[config.mk]
export PLATFORM = sky130hd
export DESIGN_NAME = priority_fifo_thread_scheduler
export DESIGN_NICKNAME = d
export VERILOG_FILES = /design/src/rtl/core/pfts_pkg.sv /design/src/rtl/core/priority_fifo_thread_scheduler.sv /design/src/rtl/core/pfts_runq.sv
export SDC_FILE = /design/constraint.sdc
export NUM_CORES = 1
export LEC_CHECK = 0
export ABC_CLOCK_PERIOD_IN_PS = 7000
export BUFFER_PORTS_ARGS = -buffer_cell sky130_fd_sc_hd__buf_2
export CAP_MARGIN = 20
export CORE_UTILIZATION = 60
export CTS_CLUSTER_SIZE = 30
export DETAILED_ROUTE_END_ITERATION = 8
export PLACE_DENSITY = 0.77
export SYNTH_ARGS = -nofsm -noshare
export SYNTH_HDL_FRONTEND = slang
export SYNTH_HIERARCHICAL = 1
export SYNTH_SLANG_ARGS = --single-unit
[constraint.sdc]
create_clock -name aclk -period 7 [get_ports aclk]
set_input_delay 1.4 -clock aclk [delete_from_list [all_inputs] [get_ports aclk]]
set_output_delay 1.4 -clock aclk [all_outputs]
set_load 0.005 [all_outputs]
[src/rtl/core/pfts_pkg.sv]
// Package for the priority FIFO thread scheduler: item types, event kind codes,
// controller states and the run queue control and status structs.
// Depends on nothing.
`default_nettype none

package pfts_pkg;

    // Widths of the external item fields.
    typedef logic [2:0] kind_field_t;
    typedef logic [2:0] id_field_t;
    typedef logic [1:0] prio_field_t;

    // Widest thread id and level index that the parameter ranges allow.
    localparam int ID_MAX_W  = 6;
    localparam int LVL_MAX_W = 4;

    // Event kinds.
    localparam kind_field_t KIND_CREATE     = 3'd0;
    localparam kind_field_t KIND_WAKE       = 3'd1;
    localparam kind_field_t KIND_YIELD      = 3'd2;
    localparam kind_field_t KIND_SUSPEND    = 3'd3;
    localparam kind_field_t KIND_WAKE_SCHED = 3'd4;
    localparam kind_field_t KIND_START      = 3'd5;

    typedef struct packed {
        kind_field_t kind;
        id_field_t   thread_id;
        prio_field_t priority_req;
    } in_item_t;

    typedef struct packed {
        id_field_t running_id;
        logic      running_valid;
        id_field_t returned_id;
        logic      error;
    } out_item_t;

    typedef enum logic [2:0] {
        ST_IDLE,
        ST_REQUEUE,
        ST_WAKE,
        ST_POP,
        ST_LOAD,
        ST_FINISH
    } state_t;

    // Controller to run queue.
    typedef struct packed {
        logic                 push;
        logic [LVL_MAX_W-1:0] push_lvl;
        logic [ID_MAX_W-1:0]  push_id;
        logic                 pop;
    } runq_ctl_t;

    // Run queue to controller. pop_id is valid in the cycle after a pop.
    typedef struct packed {
        logic                 ready;
        logic [LVL_MAX_W-1:0] pop_lvl;
        logic [ID_MAX_W-1:0]  pop_id;
    } runq_stat_t;

endpackage

`default_nettype wire

[src/rtl/core/priority_fifo_thread_scheduler.sv]
// Top level of the priority FIFO thread scheduler: event sequencer, thread
// table, running-thread registers and result register.
// Depends on pfts_pkg and pfts_runq.
//
//   Channel   Ports                        Carries
//   input     s_valid, s_ready, s_item     one scheduler event (kind, id, level)
//   result    m_valid, m_ready, m_item     running thread, returned id, error
//
// One event at a time is worked on. Each run queue access has a state of its
// own: the requeue of the running thread, the wake or create push, and the pop
// with its registered memory read. Unknown kinds go straight to the finish
// state; the load state is skipped when nothing is popped. Pushes land in
// memory before the pop reads.
// A new event is taken while the previous result still waits in the output
// register; the sequencer stalls in its last state only if that register is
// still full. Reset is synchronous and needs no clearing pass.
`default_nettype none

module priority_fifo_thread_scheduler #(
    parameter int MAX_THREADS = 8,
    parameter int LEVELS      = 4
) (
    input  wire                 aclk,
    input  wire                 aresetn,
    input  wire                 s_valid,
    output logic                s_ready,
    input  pfts_pkg::in_item_t  s_item,
    output logic                m_valid,
    input  wire                 m_ready,
    output pfts_pkg::out_item_t m_item
);

    localparam int ID_W  = $clog2(MAX_THREADS);
    localparam int LVL_W = $clog2(LEVELS);
    localparam int CNT_W = $clog2(MAX_THREADS + 1);
    localparam int CMP_W = (CNT_W > 3) ? CNT_W : 3;

    pfts_pkg::state_t     state_reg, state_next;
    pfts_pkg::in_item_t   item_reg, item_next;
    pfts_pkg::out_item_t  m_item_reg, m_item_next;
    logic                 m_valid_reg, m_valid_next;
    logic [ID_W-1:0]      cur_id_reg, cur_id_next;
    logic                 cur_valid_reg, cur_valid_next;
    logic [LVL_W-1:0]     cur_lvl_reg, cur_lvl_next;
    logic [CNT_W-1:0]     count_reg, count_next;
    logic [MAX_THREADS-1:0] susp_reg, susp_next;
    logic [LVL_W-1:0]     level_reg [MAX_THREADS];
    logic [LVL_W-1:0]     level_next [MAX_THREADS];
    pfts_pkg::id_field_t  ret_reg, ret_next;
    logic                 err_reg, err_next;

    pfts_pkg::runq_ctl_t  rq_ctl;
    pfts_pkg::runq_stat_t rq_stat;

    logic                 accept;
    logic                 pop_go;
    logic                 out_free;
    logic                 tid_ok;
    logic [ID_W-1:0]      tid_idx;
    logic [ID_W-1:0]      new_id;
    logic [LVL_W-1:0]     new_lvl;

    pfts_runq #(
        .MAX_THREADS(MAX_THREADS),
        .LEVELS     (LEVELS)
    ) u_runq (
        .aclk   (aclk),
        .aresetn(aresetn),
        .ctl    (rq_ctl),
        .stat   (rq_stat)
    );

    assign s_ready  = (state_reg == pfts_pkg::ST_IDLE);
    assign accept   = s_valid && s_ready;
    assign out_free = !m_valid_reg || m_ready;
    assign m_valid  = m_valid_reg;
    assign m_item   = m_item_reg;

    // Start leaves a running thread alone; otherwise pop if anything is queued.
    assign pop_go = !((item_reg.kind == pfts_pkg::KIND_START) && cur_valid_reg)
                    && rq_stat.ready;

    assign tid_ok  = CMP_W'(item_reg.thread_id) < CMP_W'(count_reg);
    assign tid_idx = ID_W'(item_reg.thread_id);
    assign new_id  = ID_W'(count_reg);
    assign new_lvl = (32'(item_reg.priority_req) >= 32'(LEVELS)) ? LVL_W'(LEVELS - 1)
                                                                 : LVL_W'(item_reg.priority_req);

    always_comb begin
        state_next = state_reg;
        case (state_reg)
            pfts_pkg::ST_IDLE: begin
                if (accept) begin
                    case (s_item.kind)
                        pfts_pkg::KIND_CREATE,
                        pfts_pkg::KIND_WAKE:       state_next = pfts_pkg::ST_WAKE;
                        pfts_pkg::KIND_YIELD,
                        pfts_pkg::KIND_SUSPEND,
                        pfts_pkg::KIND_WAKE_SCHED: state_next = pfts_pkg::ST_REQUEUE;
                        pfts_pkg::KIND_START:      state_next = pfts_pkg::ST_POP;
                        default:                   state_next = pfts_pkg::ST_FINISH;
                    endcase
                end
            end
            pfts_pkg::ST_REQUEUE: begin
                if (item_reg.kind == pfts_pkg::KIND_WAKE_SCHED) begin
                    state_next = pfts_pkg::ST_WAKE;
                end else begin
                    state_next = pfts_pkg::ST_POP;
                end
            end
            pfts_pkg::ST_WAKE: begin
                if (item_reg.kind == pfts_pkg::KIND_WAKE_SCHED) begin
                    state_next = pfts_pkg::ST_POP;
                end else begin
                    state_next = pfts_pkg::ST_FINISH;
                end
            end
            pfts_pkg::ST_POP: begin
                state_next = pop_go ? pfts_pkg::ST_LOAD : pfts_pkg::ST_FINISH;
            end
            pfts_pkg::ST_LOAD: begin
                state_next = pfts_pkg::ST_FINISH;
            end
            pfts_pkg::ST_FINISH: begin
                if (out_free) begin
                    state_next = pfts_pkg::ST_IDLE;
                end
            end
            default: begin
                state_next = pfts_pkg::ST_IDLE;
            end
        endcase
    end

    always_comb begin
        item_next      = item_reg;
        m_item_next    = m_item_reg;
        m_valid_next   = m_valid_reg && !m_ready;
        cur_id_next    = cur_id_reg;
        cur_valid_next = cur_valid_reg;
        cur_lvl_next   = cur_lvl_reg;
        count_next     = count_reg;
        susp_next      = susp_reg;
        level_next     = level_reg;
        ret_next       = ret_reg;
        err_next       = err_reg;
        rq_ctl         = '0;

        case (state_reg)
            pfts_pkg::ST_IDLE: begin
                if (accept) begin
                    item_next = s_item;
                    ret_next  = '0;
                    err_next  = 1'b0;
                end
            end
            pfts_pkg::ST_REQUEUE: begin
                // The running thread is never marked suspended while it runs,
                // so a requeue always goes to the tail of its own level.
                if (cur_valid_reg) begin
                    if (item_reg.kind == pfts_pkg::KIND_SUSPEND) begin
                        susp_next[cur_id_reg] = 1'b1;
                        ret_next              = pfts_pkg::id_field_t'(cur_id_reg);
                    end else begin
                        rq_ctl.push     = 1'b1;
                        rq_ctl.push_lvl = pfts_pkg::LVL_MAX_W'(cur_lvl_reg);
                        rq_ctl.push_id  = pfts_pkg::ID_MAX_W'(cur_id_reg);
                    end
                end
            end
            pfts_pkg::ST_WAKE: begin
                if (item_reg.kind == pfts_pkg::KIND_CREATE) begin
                    if (count_reg >= CNT_W'(MAX_THREADS)) begin
                        err_next = 1'b1;
                    end else begin
                        level_next[new_id] = new_lvl;
                        susp_next[new_id]  = 1'b0;
                        count_next         = CNT_W'(count_reg + 1'b1);
                        ret_next           = pfts_pkg::id_field_t'(count_reg);
                        rq_ctl.push        = 1'b1;
                        rq_ctl.push_lvl    = pfts_pkg::LVL_MAX_W'(new_lvl);
                        rq_ctl.push_id     = pfts_pkg::ID_MAX_W'(new_id);
                    end
                end else if (tid_ok && susp_reg[tid_idx]) begin
                    susp_next[tid_idx] = 1'b0;
                    rq_ctl.push        = 1'b1;
                    rq_ctl.push_lvl    = pfts_pkg::LVL_MAX_W'(level_reg[tid_idx]);
                    rq_ctl.push_id     = pfts_pkg::ID_MAX_W'(tid_idx);
                end
            end
            pfts_pkg::ST_POP: begin
                if (pop_go) begin
                    rq_ctl.pop   = 1'b1;
                    cur_lvl_next = LVL_W'(rq_stat.pop_lvl);
                end else if (!((item_reg.kind == pfts_pkg::KIND_START) && cur_valid_reg)) begin
                    err_next       = 1'b1;
                    cur_valid_next = 1'b0;
                    cur_id_next    = '0;
                end
            end
            pfts_pkg::ST_LOAD: begin
                cur_id_next    = ID_W'(rq_stat.pop_id);
                cur_valid_next = 1'b1;
            end
            pfts_pkg::ST_FINISH: begin
                if (out_free) begin
                    m_valid_next              = 1'b1;
                    m_item_next.running_id    = cur_valid_reg
                                                ? pfts_pkg::id_field_t'(cur_id_reg) : '0;
                    m_item_next.running_valid = cur_valid_reg;
                    m_item_next.returned_id   = ret_reg;
                    m_item_next.error         = err_reg;
                end
            end
            default: begin
            end
        endcase
    end

    always_ff @(posedge aclk) begin
        if (!aresetn) begin
            state_reg     <= pfts_pkg::ST_IDLE;
            m_valid_reg   <= 1'b0;
            cur_id_reg    <= '0;
            cur_valid_reg <= 1'b0;
            cur_lvl_reg   <= LVL_W'(LEVELS - 1);
            count_reg     <= CNT_W'(1);
            susp_reg      <= {{(MAX_THREADS - 1){1'b1}}, 1'b0};
            for (int i = 0; i < MAX_THREADS; i++) begin
                level_reg[i] <= (i == 0) ? LVL_W'(LEVELS - 1) : '0;
            end
        end else begin
            state_reg     <= state_next;
            m_valid_reg   <= m_valid_next;
            cur_id_reg    <= cur_id_next;
            cur_valid_reg <= cur_valid_next;
            cur_lvl_reg   <= cur_lvl_next;
            count_reg     <= count_next;
            susp_reg      <= susp_next;
            level_reg     <= level_next;
        end
    end

    always_ff @(posedge aclk) begin
        item_reg   <= item_next;
        m_item_reg <= m_item_next;
        ret_reg    <= ret_next;
        err_reg    <= err_next;
    end

endmodule

`default_nettype wire

[src/rtl/core/pfts_runq.sv]
// Per-level FIFO run queues: one ring store per level in a shared memory with
// a registered read port, plus head and fill registers for each level.
// Depends on pfts_pkg.
`default_nettype none

module pfts_runq #(
    parameter int MAX_THREADS = 8,
    parameter int LEVELS      = 4
) (
    input  wire                  aclk,
    input  wire                  aresetn,
    input  pfts_pkg::runq_ctl_t  ctl,
    output pfts_pkg::runq_stat_t stat
);

    localparam int ID_W   = $clog2(MAX_THREADS);
    localparam int LVL_W  = $clog2(LEVELS);
    localparam int CNT_W  = $clog2(MAX_THREADS + 1);
    localparam int SUM_W  = CNT_W + 1;
    localparam int DEPTH  = LEVELS * MAX_THREADS;
    localparam int ADDR_W = $clog2(DEPTH);

    logic [ID_W-1:0]   head_reg [LEVELS];
    logic [CNT_W-1:0]  fill_reg [LEVELS];
    logic [ID_W-1:0]   mem [DEPTH];
    logic [ID_W-1:0]   rd_data_reg;
    logic              seed_reg;

    logic [LVL_W-1:0]  push_lvl;
    logic [ID_W-1:0]   push_id;
    logic [SUM_W-1:0]  push_sum;
    logic [ID_W-1:0]   push_slot;
    logic [ADDR_W-1:0] push_addr;
    logic              push_ok;
    logic [LVL_W-1:0]  pop_lvl;
    logic              any_ready;
    logic [ADDR_W-1:0] pop_addr;

    assign push_lvl = LVL_W'(ctl.push_lvl);
    assign push_id  = ID_W'(ctl.push_id);
    assign push_ok  = ctl.push && (fill_reg[push_lvl] < CNT_W'(MAX_THREADS));

    // The tail slot is head plus fill, wrapped once around the ring.
    always_comb begin
        push_sum = SUM_W'(head_reg[push_lvl]) + SUM_W'(fill_reg[push_lvl]);
        if (push_sum >= SUM_W'(MAX_THREADS)) begin
            push_slot = ID_W'(push_sum - SUM_W'(MAX_THREADS));
        end else begin
            push_slot = ID_W'(push_sum);
        end
        push_addr = ADDR_W'(ADDR_W'(push_lvl) * ADDR_W'(MAX_THREADS) + ADDR_W'(push_slot));
    end

    // Highest non-empty level, level 0 being the highest.
    always_comb begin
        pop_lvl   = '0;
        any_ready = 1'b0;
        for (int i = LEVELS - 1; i >= 0; i--) begin
            if (fill_reg[i] != '0) begin
                pop_lvl   = LVL_W'(i);
                any_ready = 1'b1;
            end
        end
        pop_addr = ADDR_W'(ADDR_W'(pop_lvl) * ADDR_W'(MAX_THREADS) + ADDR_W'(head_reg[pop_lvl]));
    end

    always_ff @(posedge aclk) begin
        if (!aresetn) begin
            for (int i = 0; i < LEVELS; i++) begin
                head_reg[i] <= '0;
                fill_reg[i] <= (i == LEVELS - 1) ? CNT_W'(1) : '0;
            end
            seed_reg <= 1'b1;
        end else begin
            for (int i = 0; i < LEVELS; i++) begin
                if (push_ok && (push_lvl == LVL_W'(i))) begin
                    fill_reg[i] <= CNT_W'(fill_reg[i] + 1'b1);
                end
                if (ctl.pop && any_ready && (pop_lvl == LVL_W'(i))) begin
                    fill_reg[i] <= CNT_W'(fill_reg[i] - 1'b1);
                    if (head_reg[i] == ID_W'(MAX_THREADS - 1)) begin
                        head_reg[i] <= '0;
                    end else begin
                        head_reg[i] <= ID_W'(head_reg[i] + 1'b1);
                    end
                end
            end
            // The idle thread sits at the head of the lowest level from reset
            // without ever having been written; its first pop clears the flag.
            if (ctl.pop && any_ready && (pop_lvl == LVL_W'(LEVELS - 1))) begin
                seed_reg <= 1'b0;
            end
        end
    end

    always_ff @(posedge aclk) begin
        if (push_ok) begin
            mem[push_addr] <= push_id;
        end
        if (ctl.pop) begin
            if (seed_reg && (pop_lvl == LVL_W'(LEVELS - 1))) begin
                rd_data_reg <= '0;
            end else begin
                rd_data_reg <= mem[pop_addr];
            end
        end
    end

    assign stat.ready   = any_ready;
    assign stat.pop_lvl = pfts_pkg::LVL_MAX_W'(pop_lvl);
    assign stat.pop_id  = pfts_pkg::ID_MAX_W'(rd_data_reg);

endmodule

`default_nettype wire

==> run_results.csv, run 1 <==
group,metric,value,unit
global_routing,grt_pass1_vias,5911,
global_routing,antenna_found_initial,0,
power_and_ir_drop,totalPowerFinal,2551,uW
route,via_count,6089,
floorplanning,fp.coreArea,15150,um^2
power_and_ir_drop,p_per_area,253.9,nW/um^2
yosys,synth.avg_cell_area,12.66,um^2
global_routing,grt_max_degree,33,
clocking,cts_root_buf,"clkbuf_16",
setup_path,path_class,"flop to flop",
placed_design,hpwl,13990,um
clocking,cts_tree,"yes",
placed_design,gp_congestion,0.8889,
clocking,cts_htree_levels,4,
global_routing,gr-usage-all-layers,26.36,%
cells_and_area,num-fill-cells,1055,
setup_path,timing.rr.start,"tid_idx[1]$_DFFE_PP_",
cells_and_area,seq_area,5195,um^2
sta,final.setup.tns,0,ps
route,wire_per_inst,21.22,um
setup_path,end_kind,"flop",
floorplanning,fp-row-count,45,
run_status,status,"finished, final reports clean",
sta,finalSetupViolations,0,
route,first_pass_iters,6,
clocking,cts_setup_buffers,0,
setup_path,worst_ep_arrival_time,5620,ps
clocking,cts_buffers,17,
cells_and_area,multi_input_area,3784,um^2
job,maxCapViolCount,0,
sta,worst_slew_pin_slew,1095,ps
clocking,clock_path_buffers,2,
cells_and_area,num_antenna_cells,0,
clocking,clkSlewWorstSetupHoldPaths,70,ps
sta,timing.fmax,180.6,MHz
setup_path,rr_endpoint,"u_runq/mem[2][1]$_DFFE_PP_",
cells_and_area,stdcell_count,940,
floorplanning,die_w,126.5,um
route,drtIter0Drc,566,
setup_path,worstSetupStartpointType,"flop",
route,drt_wl_total,19950,um
global_routing,overflow,0,
yosys,syn_area,9293,um^2
route,antenna_left,0,
min_path,hp-class,"flop to flop",
setup_path,crit_fanout,19,
route,drc_errors,0,
placed_design,place_inst,907,
clocking,clk-insertion-delay-late,440,ps
cells_and_area,fin_area,10050,um^2
route,via_per_inst,6.478,
sta,period_minus_slack,5536,ps
sta,finalHoldViolations,0,
min_path,min_from,"err_reg$_DFFE_PP_",
yosys,yosysWarnings,6,
power_and_ir_drop,leakagePower,0.003533,uW
clocking,cts.sinks,186,
clocking,cts_resized,0,
cells_and_area,synthToLayoutAreaGrowth,8.133,%
placed_design,port_buffers,21,
min_path,whs_path_depth,0,
global_routing,grt_pass1_wl,31630,um
floorplanning,die_h,126.5,um
floorplanning,die-area,15990,um^2
floorplanning,start_util,61.35,%
yosys,netlist_instances,734,
sta,timing_max_transition_violations_final,0,
setup_path,required,7090,ps
sta,timing.final.crit_share,79.08,%
yosys,syn_nets,772,
power_and_ir_drop,vdd_drop_max,0.2112,mV
sta,grt_setup_unrepaired,"false",
placed_design,dpl_cell_area,9439,um^2
setup_path,r2r_slack,1460,ps
cells_and_area,drive_above_1_share,14.23,%
setup_path,rr_worst_depth,12,
sta,slew_headroom,25.44,%
cells_and_area,largest_reg_flops,96,
sta,clock_skew,15.32,ps
cells_and_area,finalNetCount,777,
floorplanning,io-pin-count,22,
min_path,hold_end,"m_item[0]$_DFFE_PP_",
clocking,cts_hold_buffers,0,
[how the worst max path moves through the flow]
stage,from,to,cells after the start
2_1_floorplan,count_reg[1]$_SDFFE_PN0P_,u_runq/mem[2][0]$_DFFE_PP_,16
3_3_place_gp,tid_idx[1]$_DFFE_PP_,u_runq/mem[2][0]$_DFFE_PP_,12
3_5_place_dp,tid_idx[1]$_DFFE_PP_,u_runq/mem[2][0]$_DFFE_PP_,12
4_1_cts,tid_idx[1]$_DFFE_PP_,u_runq/mem[2][1]$_DFFE_PP_,12
5_1_grt,tid_idx[1]$_DFFE_PP_,u_runq/mem[2][1]$_DFFE_PP_,12
6_report,tid_idx[1]$_DFFE_PP_,u_runq/mem[2][1]$_DFFE_PP_,12
[cell usage in the layout (no fill, tap or decap), drive strengths merged, types with 5 or more instances in the layout]
cell / n
a21o: 8
a21oi: 34
a221oi: 8
a22oi: 6
a31oi: 8
and2: 18
buf: 25
clkbuf: 19
dfxtp: 39
edfxtp: 147
ha: 22
inv: 32
mux2i: 43
mux4: 29
nand2: 42
nand2b: 11
nand3: 32
nor2: 90
nor2b: 8
nor3: 20
nor3b: 5
nor4: 9
o21ai: 11
or3: 5
xor2: 5
[metal layers]
metal	vias up	global-route usage, %	share of wire (%)
met4	0	11.55	2.6
met5	-	0	0
met3	40	5.146	5.3
met2	243	44.56	51
li1	2793	-	-
met1	3013	33.24	41
[area by class of cell]
class,instances,share of cell area [%]
clock buffers,18,4.271
clock inverters,14,1.544
inverters,24,0.8965
multi-input cells,484,37.65
flip-flops and latches,186,51.70
well taps,188,2.341
repair buffers,26,1.594
[power breakdown]
group | total (uW) | switching, uW | leakage [uW] | internal, uW
Clock | 951 | 443 | 0.000288 | 508
Combinational | 315 | 189 | 0.00156 | 126
Sequential | 1280 | 52.7 | 0.00168 | 1230
Total | 2550 | 685 | 0.00353 | 1870
[stage by stage]
| stage | utilization [%] | hold slack (ps) | setup slack, ps |
|---|---|---|---|
| 4_1_cts | 66.18 | 421.9 | 1523 |
| 2_1_floorplan | - | 400.3 | 2077 |
| 6_report | 66.34 | 419.3 | 1464 |
| 5_1_grt | 66.34 | 437.7 | 1157 |
| 3_5_place_dp | 62.32 | 405.7 | 1559 |
| 3_3_place_gp | 62.32 | 402.6 | 1678 |
[worst max-delay path, cell delays in order, from the launching register on]
cell,delay [ps]
edfxtp_1,780
ha_1,360
a211oi_2,250
o221ai_2,200
nor4_4,390
a21o_1,650
mux4_1,640
ha_1,190
inv_1,60
fa_1,460
or3_1,460
or2_2,360
nor3_1,390
(Power assumes the default switching activity.)
==> run 2: changes to the inputs <==
ABC_CLOCK_PERIOD_IN_PS = 5800   (was 7000)
clock period = 5.8 ns   (was 7 ns; I/O delays follow)
==> run_results.csv, run 2 (synthesis results as in run 1) <==
group,metric,value,unit
sta,timing.final.crit_share,87.74,%
setup_path,rr_endpoint,"u_runq/mem[2][0]$_DFFE_PP_",
power_and_ir_drop,swShare,27.54,%
setup_path,crit_fanout,19,
clocking,clkSlewWorstSetupHoldPaths,70,ps
setup_path,max_stage_delay,540,ps
clocking,cts_tree,"yes",
global_routing,overflow,0,
sta,final.setup.tns,0,ps
setup_path,r2r_slack,710,ps
clocking,cts_setup_buffers,0,
floorplanning,die-area,15990,um^2
route,drt_wl_total,19970,um
global_routing,grt_pass1_vias,6061,
floorplanning,start_util,61.35,%
clocking,cts_resized,0,
cells_and_area,layout_common_cells,"edfxtp_1 (147), nor2_1 (89), nand2_1 (42)",
cells_and_area,fin_area,10110,um^2
route,wl_met2,10030,um
power_and_ir_drop,leakagePower,0.003559,uW
power_and_ir_drop,p_per_area,303.0,nW/um^2
power_and_ir_drop,p_int,2219,uW
global_routing,grt_pass1_wl,32220,um
setup_path,slowest_stage,"mux4_2",
floorplanning,die_h,126.5,um
sta,grt_setup_unrepaired,"false",
sta,timing.fmax,196.5,MHz
run_status,status,"finished, final reports clean",
setup_path,timing.rr.start,"count_reg[1]$_SDFFE_PN0P_",
sta,finalHoldViolations,0,
setup_path,rr_worst_depth,14,
cells_and_area,largest_reg_flops,96,
route,first_pass_iters,5,
route,drt-met1-wl,8009,um
floorplanning,die_w,126.5,um
sta,slew_headroom,35.36,%
clocking,cts_htree_levels,4,
power_and_ir_drop,clkPwrFrac,36.6,%
sta,timing.hold.ws,421.7,ps
clocking,cts.sinks,186,
global_routing,antenna_found_initial,0,
setup_path,worst_ep_arrival_time,5170,ps
clocking,cts_hold_buffers,0,
power_and_ir_drop,switchingPower,843.7,uW
min_path,min_from,"ret_reg[1]$_SDFFCE_PN0P_",
sta,timing_max_transition_violations_final,0,
setup_path,worstSetupStartpointType,"flop",
setup_path,end_kind,"flop",
cells_and_area,final_common_cell,"edfxtp_1",
setup_path,critical_path.endpoint,"u_runq/mem[2][0]$_DFFE_PP_",
route,wire_per_inst,21.14,um
clocking,clk-insertion-delay-late,430,ps
floorplanning,io-pin-count,22,
global_routing,gr-usage-all-layers,26.53,%
placed_design,dpl_cell_area,9475,um^2
power_and_ir_drop,power_frac_seq,50.2,%
sta,clock_skew,10.60,ps
route,drc_errors,0,
setup_path,worstPathCellList,"inv_1, ha_1, a211oi_2, o221ai_2, nor4_4, a21o_1, buf_4, mux4_2, ha_1, inv_1, fa_1, or3_1, or2_2, nor3_1",
route,antenna_left,0,
floorplanning,fp.coreArea,15150,um^2
sta,finalSetupViolations,0,
power_and_ir_drop,comb_power_share,13.2,%
clocking,cts_root_buf,"clkbuf_16",
route,via_count,6181,
sta,worst_slew_pin_slew,969.5,ps
min_path,hp-class,"flop to flop",
route,drtIter0Drc,623,
placed_design,gp_congestion,0.8889,
cells_and_area,num_antenna_cells,0,
setup_path,required,5880,ps
setup_path,crit_start,"count_reg[1]$_SDFFE_PN0P_",
route,dr.max_layer_used,"met4",
route,met3_length,1386,um
cells_and_area,synthToLayoutAreaGrowth,8.792,%
route,via_per_inst,6.541,
placed_design,hpwl,14110,um
sta,period_minus_slack,5089,ps
placed_design,port_buffers,21,
clocking,clock_path_buffers,2,
setup_path,path_class,"flop to flop",
floorplanning,fp-row-count,45,
power_and_ir_drop,vdd_drop_max,0.2487,mV
cells_and_area,finalNetCount,782,
clocking,cts_buffers,17,
cells_and_area,drive_above_1_share,15.19,%
global_routing,grt_max_degree,33,
job,maxCapViolCount,0,
run 2: cell count changes in the layout (fill, tap and decap cells not counted), moves of 2 or more:
cell,delta
buf_16,+2
buf_4,+4
clkinv_8,+2
inv_6,+2
inv_8,-3
run 2: layout make-up:
type	instances	area, um^2
multi-input combinational	484	3790
clock inverter	15	153.9
tap	188	235.2
timing repair buffer	31	220.2
fill	1061	5036
sequential	186	5195
clock buffer	17	425.4
inverter	24	90.09
run 2: power groups by stage:
stage	Combinational, uW	Clock [uW]	Sequential, uW
CTS	396	1130	1540
floorplan	326	0	1540
finish	405	1120	1540
detailed placement	393	0	1570
global route	438	1190	1540
global placement	384	0	1560
run 2: stage by stage:
step / setup WS (ps) / std cells / power [uW] / util [%]
finish: 711.2 / 945 / 3063 / 66.75
global route: 476.2 / 945 / 3174 / 66.75
CTS: 773.3 / 943 / 3067 / 66.39
detailed placement: 799.2 / 911 / 1959 / 62.56
global placement: 921.9 / 911 / 1947 / 62.56
floorplan: 877.3 / 734 / 1862 / -
run 2: worst max-delay path: cells and delay by family, from the launching register on:
family                     cells  cell delay [ps]
muxes                          1              540
and+or+nand+nor                4             1570
DFF                            1              520
buffers and inverters          3              490
adders and majority gates      3              990
AOI/OAI and AO/OA              3              620
run 2: worst min-delay path by stage:
stage,endpoint,cells after the start
final,m_item[2]$_DFFE_PP_,0
after global placement,m_item[0]$_DFFE_PP_,0
after global routing,m_item[1]$_DFFE_PP_,0
after CTS,m_item[1]$_DFFE_PP_,0
after floorplan,m_item[0]$_DFFE_PP_,0
after detailed placement,m_item[1]$_DFFE_PP_,0
run 2: per-layer routing:
layer	up-vias	global-route usage, %
li1	2796	-
met2	286	45.50
met3	50	5.019
met4	0	9.851
met1	3049	33.73
met5	-	0
